==> config.mk <==
export PLATFORM = sky130hd
export DESIGN_NAME = per_process_syscall_sequence_matcher
export DESIGN_NICKNAME = d
export VERILOG_FILES = /design/src/sv/ppssm_pkg.sv /design/src/sv/ppssm_front.sv /design/src/sv/ppssm_fifo.sv /design/src/sv/ppssm_back.sv /design/src/sv/per_process_syscall_sequence_matcher.sv
export SDC_FILE = /design/constraint.sdc
export NUM_CORES = 1
export LEC_CHECK = 0
export BUFFER_PORTS_ARGS = -buffer_cell sky130_fd_sc_hd__buf_2
export CELL_PAD_IN_SITES_DETAIL_PLACEMENT = 0
export CELL_PAD_IN_SITES_GLOBAL_PLACEMENT = 1
export CORE_ASPECT_RATIO = 2
export CORE_UTILIZATION = 52
export DETAILED_ROUTE_END_ITERATION = 12
export GPL_ROUTABILITY_DRIVEN = 0
export HOLD_SLACK_MARGIN = 0.1
export PLACE_DENSITY_LB_ADDON = 0.1
export RECOVER_POWER = 25
export SLEW_MARGIN = 15
export SYNTH_ARGS = -nofsm -noshare
export SYNTH_HDL_FRONTEND = slang
export SYNTH_SLANG_ARGS = --single-unit
==> constraint.sdc <==
create_clock -name clock -period 4.1 [get_ports clock]
set_clock_uncertainty 0.15 [all_clocks]
set_input_delay 0.82 -clock clock [delete_from_list [all_inputs] [get_ports clock]]
set_output_delay 0.82 -clock clock [all_outputs]
set_load 0.005 [all_outputs]
==> src/sv/ppssm_pkg.sv <==
// Types and constants shared by the syscall sequence matcher modules.
package ppssm_pkg;

   localparam int PROC_COUNT    = 16;
   localparam int HISTORY_DEPTH = 32;
   localparam int SIG_MAX_LEN   = 4;
   localparam int SIG_COUNT     = 2;
   localparam int CODE_WIDTH    = 8;

   localparam int PID_W       = 4;
   localparam int SYSCALL_W   = 8;
   localparam int SIG_CODES_W = 32;
   localparam int SIG_LEN_W   = 3;
   localparam int SKIP_W      = 8;
   localparam int CSR_INDEX_W = 3;
   localparam int CSR_DATA_W  = 32;

   localparam int PROC_IDX_W  = (PROC_COUNT > 1) ? $clog2(PROC_COUNT) : 1;
   localparam int QUEUE_DEPTH = 2;
   localparam int QPTR_W      = (QUEUE_DEPTH > 1) ? $clog2(QUEUE_DEPTH) : 1;
   localparam int QCOUNT_W    = $clog2(QUEUE_DEPTH + 1);

   // Configuration register indexes.
   localparam logic [CSR_INDEX_W-1:0] CSR_SIG_ONE_CODES  = 3'd0;
   localparam logic [CSR_INDEX_W-1:0] CSR_SIG_ONE_LENGTH = 3'd1;
   localparam logic [CSR_INDEX_W-1:0] CSR_SIG_TWO_CODES  = 3'd2;
   localparam logic [CSR_INDEX_W-1:0] CSR_SIG_TWO_LENGTH = 3'd3;
   localparam logic [CSR_INDEX_W-1:0] CSR_SKIP_CODE_ONE  = 3'd4;
   localparam logic [CSR_INDEX_W-1:0] CSR_SKIP_CODE_TWO  = 3'd5;
   // Distance between the index of one signature and the next.
   localparam logic [CSR_INDEX_W-1:0] CSR_SIG_STRIDE     =
      CSR_SIG_TWO_CODES - CSR_SIG_ONE_CODES;

   typedef struct packed {
      logic [PID_W-1:0]     proc_id;
      logic [SYSCALL_W-1:0] syscall_code;
   } req_word_type;

   typedef struct packed {
      logic [PID_W-1:0] flagged_proc;
      logic             recorded;
      logic             detected;
   } rsp_word_type;

   typedef struct packed {
      logic                   valid;
      logic [CSR_INDEX_W-1:0] index;
      logic [CSR_DATA_W-1:0]  data;
   } csr_write_type;

   // Classified event as it waits between front and back.
   typedef struct packed {
      logic [PID_W-1:0]      pid;
      logic [CODE_WIDTH-1:0] code;
      logic                  recorded;
   } queue_word_type;

   // Newest codes of one process; element 0 is the newest.
   typedef logic [SIG_MAX_LEN-1:0][CODE_WIDTH-1:0] window_type;

endpackage

==> src/sv/ppssm_front.sv <==
// Front end: accepts syscall words and marks those that carry a skip code.
module ppssm_front (
   input  logic                    clock,
   input  logic                    reset,
   input  ppssm_pkg::csr_write_type csr,
   input  logic                    req_valid,
   output logic                    req_ready,
   input  ppssm_pkg::req_word_type  req_word,
   output logic                    q_valid,
   input  logic                    q_ready,
   output ppssm_pkg::queue_word_type q_word
);
   import ppssm_pkg::*;

   logic [SKIP_W-1:0] skip_one_ff, skip_one_in;
   logic [SKIP_W-1:0] skip_two_ff, skip_two_in;
   logic              skipped;

   // Skip code registers.
   always_comb begin
      skip_one_in = skip_one_ff;
      skip_two_in = skip_two_ff;
      if (csr.valid && csr.index == CSR_SKIP_CODE_ONE) begin
         skip_one_in = csr.data[SKIP_W-1:0];
      end
      if (csr.valid && csr.index == CSR_SKIP_CODE_TWO) begin
         skip_two_in = csr.data[SKIP_W-1:0];
      end
   end

   always_ff @(posedge clock) begin
      if (reset) begin
         skip_one_ff <= '0;
         skip_two_ff <= '0;
      end else begin
         skip_one_ff <= skip_one_in;
         skip_two_ff <= skip_two_in;
      end
   end

   // Classify the word and hand it to the queue.
   always_comb begin
      skipped = (req_word.syscall_code == skip_one_ff) ||
                (req_word.syscall_code == skip_two_ff);
      q_word.pid      = req_word.proc_id;
      q_word.code     = CODE_WIDTH'(req_word.syscall_code);
      q_word.recorded = !skipped;
      q_valid         = req_valid;
      req_ready       = q_ready;
   end

endmodule

==> src/sv/ppssm_fifo.sv <==
// Short queue that decouples the front end from the history back end.
module ppssm_fifo (
   input  logic                      clock,
   input  logic                      reset,
   input  logic                      in_valid,
   output logic                      in_ready,
   input  ppssm_pkg::queue_word_type in_word,
   output logic                      out_valid,
   input  logic                      out_ready,
   output ppssm_pkg::queue_word_type out_word
);
   import ppssm_pkg::*;

   queue_word_type        slot_ff [QUEUE_DEPTH];
   logic [QPTR_W-1:0]     wr_ptr_ff, wr_ptr_in;
   logic [QPTR_W-1:0]     rd_ptr_ff, rd_ptr_in;
   logic [QCOUNT_W-1:0]   count_ff, count_in;
   logic                  push;
   logic                  pop;

   always_comb begin
      in_ready  = (count_ff != QCOUNT_W'(QUEUE_DEPTH));
      out_valid = (count_ff != '0);
      out_word  = slot_ff[rd_ptr_ff];
      push      = in_valid && in_ready;
      pop       = out_valid && out_ready;

      wr_ptr_in = wr_ptr_ff;
      rd_ptr_in = rd_ptr_ff;
      count_in  = count_ff;
      if (push) begin
         wr_ptr_in = (wr_ptr_ff == QPTR_W'(QUEUE_DEPTH - 1)) ? '0 : wr_ptr_ff + 1'b1;
      end
      if (pop) begin
         rd_ptr_in = (rd_ptr_ff == QPTR_W'(QUEUE_DEPTH - 1)) ? '0 : rd_ptr_ff + 1'b1;
      end
      if (push && !pop) begin
         count_in = count_ff + 1'b1;
      end else if (pop && !push) begin
         count_in = count_ff - 1'b1;
      end
   end

   always_ff @(posedge clock) begin
      if (reset) begin
         wr_ptr_ff <= '0;
         rd_ptr_ff <= '0;
         count_ff  <= '0;
      end else begin
         wr_ptr_ff <= wr_ptr_in;
         rd_ptr_ff <= rd_ptr_in;
         count_ff  <= count_in;
      end
   end

   // Slot storage needs no reset.
   always_ff @(posedge clock) begin
      if (push) begin
         slot_ff[wr_ptr_ff] <= in_word;
      end
   end

endmodule

==> src/sv/ppssm_back.sv <==
// Back end: updates the history window of a process and matches signatures.
module ppssm_back (
   input  logic                      clock,
   input  logic                      reset,
   input  ppssm_pkg::csr_write_type  csr,
   input  logic                      q_valid,
   output logic                      q_ready,
   input  ppssm_pkg::queue_word_type q_word,
   output logic                      rsp_valid,
   input  logic                      rsp_ready,
   output ppssm_pkg::rsp_word_type   rsp_word
);
   import ppssm_pkg::*;

   logic [SIG_CODES_W-1:0] sig_codes_ff [SIG_COUNT];
   logic [SIG_CODES_W-1:0] sig_codes_in [SIG_COUNT];
   logic [SIG_LEN_W-1:0]   sig_len_ff   [SIG_COUNT];
   logic [SIG_LEN_W-1:0]   sig_len_in   [SIG_COUNT];
   window_type             history_ff   [PROC_COUNT];
   logic                   rsp_valid_ff, rsp_valid_in;
   rsp_word_type           rsp_word_ff, rsp_word_in;

   logic [PROC_IDX_W-1:0]  proc_idx;
   window_type             row_old;
   window_type             row_new;
   logic                   sig_ok;
   logic                   hit;
   logic                   pop;

   // Signature registers; signature s sits one stride above signature s-1.
   always_comb begin
      for (int s = 0; s < SIG_COUNT; s++) begin
         sig_codes_in[s] = sig_codes_ff[s];
         sig_len_in[s]   = sig_len_ff[s];
         if (csr.valid &&
             csr.index == CSR_SIG_ONE_CODES + CSR_INDEX_W'(s) * CSR_SIG_STRIDE) begin
            sig_codes_in[s] = csr.data[SIG_CODES_W-1:0];
         end
         if (csr.valid &&
             csr.index == CSR_SIG_ONE_LENGTH + CSR_INDEX_W'(s) * CSR_SIG_STRIDE) begin
            sig_len_in[s] = csr.data[SIG_LEN_W-1:0];
         end
      end
   end

   // Shift the new code into the window and compare its newest entries.
   always_comb begin
      proc_idx   = PROC_IDX_W'(q_word.pid % PROC_COUNT);
      row_old    = history_ff[proc_idx];
      row_new[0] = q_word.code;
      for (int k = 1; k < SIG_MAX_LEN; k++) begin
         row_new[k] = row_old[k-1];
      end

      hit    = 1'b0;
      sig_ok = 1'b0;
      for (int s = 0; s < SIG_COUNT; s++) begin
         sig_ok = (sig_len_ff[s] != '0) &&
                  (int'(sig_len_ff[s]) <= SIG_MAX_LEN) &&
                  (int'(sig_len_ff[s]) <= HISTORY_DEPTH);
         // The entry k back from the newest meets signature code len-1-k.
         for (int k = 0; k < SIG_MAX_LEN; k++) begin
            for (int j = 0; j < SIG_MAX_LEN; j++) begin
               if ((int'(sig_len_ff[s]) - 1 - k == j) &&
                   (row_new[k] != CODE_WIDTH'(sig_codes_ff[s] >> (j * CODE_WIDTH)))) begin
                  sig_ok = 1'b0;
               end
            end
         end
         hit = hit | sig_ok;
      end

      pop          = q_valid && (!rsp_valid_ff || rsp_ready);
      q_ready      = !rsp_valid_ff || rsp_ready;
      rsp_valid_in = pop || (rsp_valid_ff && !rsp_ready);
      rsp_word_in  = rsp_word_ff;
      if (pop) begin
         rsp_word_in.flagged_proc = q_word.pid;
         rsp_word_in.recorded     = q_word.recorded;
         rsp_word_in.detected     = q_word.recorded && hit;
      end
   end

   always_ff @(posedge clock) begin
      if (reset) begin
         rsp_valid_ff <= 1'b0;
         for (int s = 0; s < SIG_COUNT; s++) begin
            sig_codes_ff[s] <= '0;
            sig_len_ff[s]   <= '0;
         end
         for (int p = 0; p < PROC_COUNT; p++) begin
            history_ff[p] <= '0;
         end
      end else begin
         rsp_valid_ff <= rsp_valid_in;
         for (int s = 0; s < SIG_COUNT; s++) begin
            sig_codes_ff[s] <= sig_codes_in[s];
            sig_len_ff[s]   <= sig_len_in[s];
         end
         if (pop && q_word.recorded) begin
            history_ff[proc_idx] <= row_new;
         end
      end
   end

   // Result payload needs no reset.
   always_ff @(posedge clock) begin
      rsp_word_ff <= rsp_word_in;
   end

   assign rsp_valid = rsp_valid_ff;
   assign rsp_word  = rsp_word_ff;

endmodule

==> src/sv/per_process_syscall_sequence_matcher.sv <==
// Top level of the per-process syscall sequence matcher.
// Usage:
// - req_valid/req_ready carry one syscall word: a process id and a syscall code.
// - rsp_valid/rsp_ready return exactly one word per request, in order: the
//   echoed process id, whether the event was stored, and whether a stored
//   event makes the newest codes of that process end with an enabled signature.
// - csr_valid/csr_ready write one configuration register per handshake;
//   csr_ready is always high and writes to unknown indexes are dropped.
//   Write configuration only while no request is in flight.
// Flow: a request accepted at one clock edge is written into the queue and
// then into the response register before it can be taken on the response
// channel. One word per cycle is sustained while the receiver does not stall;
// the rate is set by the back end, which reads, shifts and writes one history
// window row for each word. A two-word queue between the front end and the
// back end lets the front keep accepting while a result waits in the
// response register. When the receiver stalls the response holds; once the
// queue fills, req_ready drops.
// Reset clears all configuration registers and every process history at once,
// so requests are taken as soon as reset is released.
module per_process_syscall_sequence_matcher (
   input  logic                                     clock,
   input  logic                                     reset,
   input  logic                                     req_valid,
   output logic                                     req_ready,
   input  ppssm_pkg::req_word_type                  req_word,
   output logic                                     rsp_valid,
   input  logic                                     rsp_ready,
   output ppssm_pkg::rsp_word_type                  rsp_word,
   input  logic                                     csr_valid,
   output logic                                     csr_ready,
   input  logic [ppssm_pkg::CSR_INDEX_W-1:0]        csr_index,
   input  logic [ppssm_pkg::CSR_DATA_W-1:0]         csr_data
);
   import ppssm_pkg::*;

   csr_write_type  csr;
   logic           front_valid;
   logic           front_ready;
   queue_word_type front_word;
   logic           back_valid;
   logic           back_ready;
   queue_word_type back_word;

   // Configuration writes are always taken.
   always_comb begin
      csr_ready = 1'b1;
      csr.valid = csr_valid;
      csr.index = csr_index;
      csr.data  = csr_data;
   end

   ppssm_front u_front (
      .clock     (clock),
      .reset     (reset),
      .csr       (csr),
      .req_valid (req_valid),
      .req_ready (req_ready),
      .req_word  (req_word),
      .q_valid   (front_valid),
      .q_ready   (front_ready),
      .q_word    (front_word)
   );

   ppssm_fifo u_fifo (
      .clock     (clock),
      .reset     (reset),
      .in_valid  (front_valid),
      .in_ready  (front_ready),
      .in_word   (front_word),
      .out_valid (back_valid),
      .out_ready (back_ready),
      .out_word  (back_word)
   );

   ppssm_back u_back (
      .clock     (clock),
      .reset     (reset),
      .csr       (csr),
      .q_valid   (back_valid),
      .q_ready   (back_ready),
      .q_word    (back_word),
      .rsp_valid (rsp_valid),
      .rsp_ready (rsp_ready),
      .rsp_word  (rsp_word)
   );

endmodule

==> results.sh <==
export IMPL_run_status="complete, but fails checks"
export IMPL_failed_checks="capacitance limit, slew limit"
export IMPL_pre_cts_slack_ns=-0.0102
export IMPL_critPathMaxFanout=9
export IMPL_peakVddDrop_v=0.000384
export IMPL_worstPathArrival_ns=4.12
export IMPL_h_tree_depth=2
export IMPL_grt_pass1_wl_um=118000
export IMPL_gr_total_overflow=0
export IMPL_vias=17500
export IMPL_dpl_hpwl_um=58700
export IMPL_r2r_slack_ns=0.16
export IMPL_ys_ff_latch=508
export IMPL_setup_ws_ns=0.161
export IMPL_drive_gt1_share_pct=16.8
export IMPL_maxCapViolations=12
export IMPL_fin_nets=2360
export IMPL_core_rowCount=114
export IMPL_clk_pin_slew_ns=0.07
export IMPL_slew_viol_final=335
export IMPL_cts_tree="done"
export IMPL_tightestPinTransition_ns=2.90
export IMPL_leakage_uw=0.0107
export IMPL_avgRoutedWirePerCell_um=27.9
export IMPL_setup_viol=0
export IMPL_hold_viol_final=0
export IMPL_wl_um=82300
export IMPL_core_area_sq_um=48200
export IMPL_clkLatencyLatePin_ns=0.59
export IMPL_critical_path_class="register to register"
export IMPL_ys_seq_area_share_pct=56.6
export IMPL_synth_nets=2273
export IMPL_crit_path_start_kind="register"
export IMPL_vias_per_cell=5.95
export IMPL_total_power_uw=18200
export IMPL_syn_inst=2189
export IMPL_max_freq_mhz=254
export IMPL_boundaryPins=61
export IMPL_die_area_sq_um=49600
export IMPL_relSlewSlack_pct=-93.6
export IMPL_grt_use_total_pct=34.2
export IMPL_yosys_most_used_dff="edfxtp_1"
export IMPL_syn_area_sq_um=25300
export IMPL_layout_min_cycle_time_ns=3.94
export IMPL_start_util_pct=52.5
export IMPL_synth_area_per_cell_sq_um=11.6
export IMPL_crit_path_end_kind="register"
export IMPL_required_ns=4.28
export IMPL_antenna_left=0
export IMPL_cts_made_buffers=46
export IMPL_fin_setup_tns_ns=0
export IMPL_post_dp_cell_area_sq_um=27100
export IMPL_die_y_um=314
export IMPL_clockBufferDepth=3
export IMPL_grt_setup_unrepaired="false"
export IMPL_syn_to_final_growth_pct=12.7
export IMPL_powerDensity_nw_per_um2=639
export IMPL_cts_root_buf="clkbuf_16"
export IMPL_grt_max_degree=63
export IMPL_first_iter_violations=1178
export IMPL_yosysWarnings=0
export IMPL_antenna_found_initial=2
export IMPL_port_buffers=59
export IMPL_synth_edff_count=416
export IMPL_hold_class="register to register"
export IMPL_grt_pass1_vias=18200
export IMPL_fin_crit_sh_pct=96.1
export IMPL_clock_sinks=508
export IMPL_synthArstFlopShare_pct=0
export IMPL_die_w_um=158
export IMPL_synth_distinct_cells=58
export IMPL_drc=0
export IMPL_stdcell_area_sq_um=28500
export IMPL_firstDrtPassIters=7
[cell usage after synthesis, types with 20 or more instances]
| cell type | n | area share, % |
|---|---|---|
| a21oi_1 | 78 | 1.5 |
| dfxtp_1 | 92 | 7.3 |
| o22ai_1 | 42 | 1.0 |
| ha_1 | 32 | 1.6 |
| edfxtp_1 | 416 | 49 |
| o21ai_0 | 24 | 0.47 |
| xor2_1 | 187 | 6.5 |
| nand2_1 | 174 | 2.6 |
| buf_1 | 52 | 0.77 |
| mux2i_1 | 86 | 3.4 |
| nand4_1 | 63 | 1.6 |
| mux4_2 | 47 | 4.2 |
| mux2_2 | 20 | 0.89 |
| clkbuf_1 | 106 | 1.6 |
| xnor2_1 | 93 | 3.2 |
| nor2_1 | 483 | 7.2 |
[final timing paths]
path                            end                    from  cells past startpoint
max              u_back.rsp_word[0]                register                     15
min          u_front.skip_two_ff[2]  u_front.skip_two_ff[2]                      2
max reg2reg      u_back.rsp_word[0]                register                     15
min reg2reg  u_front.skip_two_ff[2]  u_front.skip_two_ff[2]                      2
[where the power goes]
group	switching [uW]	internal, uW	leakage [uW]
clock network	1920	2410	0.000713
registers	177	5970	0.00501
logic	4750	3000	0.00499
[placed cells by master (no fill, tap or decap), types with 15 or more instances in the layout]
cell type  synthesis  final
nor2_1           483    480
buf_12             4     19
o22ai_1           42     42
buf_2             12     41
ha_1              32     32
nand4_1           63     63
xnor2_1           93     93
nand2b_1          19     19
mux2i_1           86     78
mux2_2            20     18
buf_4             17    153
edfxtp_1         416    416
o21ai_1           15     18
o21ai_0           24     21
xor2_1           187    186
mux4_2            47     47
clkbuf_16          0     46
inv_1             15     15
nand2_1          174    174
clkbuf_1         106     45
dfxtp_1           92     91
a21oi_1           78     78
[stage by stage]
step	util [%]	cells	hold WS, ns
floorplan	-	2189	0.298
global placement	56.2	2862	0.306
detailed placement	56.2	2862	0.310
CTS	59.2	2944	0.288
global route	59.2	2949	0.332
finish	59.2	2949	0.315
[metal layers]
layer | part of all wire [%] | vias up | track usage [%]
met1 | 30 | 8692 | 32.7
li1 | - | 7773 | -
met2 | 53 | 761 | 62.1
met3 | 5.1 | 323 | 4.42
met5 | 0 | - | 0
met4 | 11 | 0 | 31.5
[timing repair]
item                       CTS  global route
resized for setup            1            10
buffers inserted             0             4
hold buffers                 0             0
setup endpoints to repair    1             1
pin swaps                    1             1
[state kept, by name, summed over array words and instances, names as in the netlist, 2 cells and up, named ones only]
signal,cells
u_front.skip_two_ff,8
u_front.skip_one_ff,8
u_back.history_ff,384
u_back.rsp_word,6
u_back.sig_codes_ff,64
u_fifo.slot_ff,26
u_fifo.count_ff,2
u_back.sig_len_ff,6
[cells by family after synthesis]
family,Yosys count,share of synthesized area [%]
other,1,0.0148
and+or+nand+nor,802,14.2
muxes,163,9.48
adders and majority gates,32,1.58
xor gates and xnor gates,280,9.69
AOI/OAI and AO/OA,177,3.96
buffers and inverters,226,4.49
DFF,508,56.6
[area by class of cell]
class,instances,area [sq um]
diodes,1,2.50
clock buffers,62,1260
clock inverters,20,216
fillers,4167,19700
inverters,17,73.8
multi-input cells,1455,9980
flip-flops and latches,508,14300
well taps,638,798
repair buffers,248,1870
[worst max-delay path, stage by stage (launching register included)]
cell and delay [ns]:
dfxtp_4 0.43, mux2i_4 0.29, buf_4 0.26, o21ai_1 0.10, buf_4 0.14, buf_4 0.18, o22ai_1 0.66, nor4_4 0.11
buf_12 0.20, xor2_1 0.15, nand4_1 0.08, nor2_1 0.05, o21ai_1 0.40, a221oi_1 0.15, buf_4 0.17, o2bb2ai_1 0.12
Note: power is estimated with default switching activity, not from simulation.
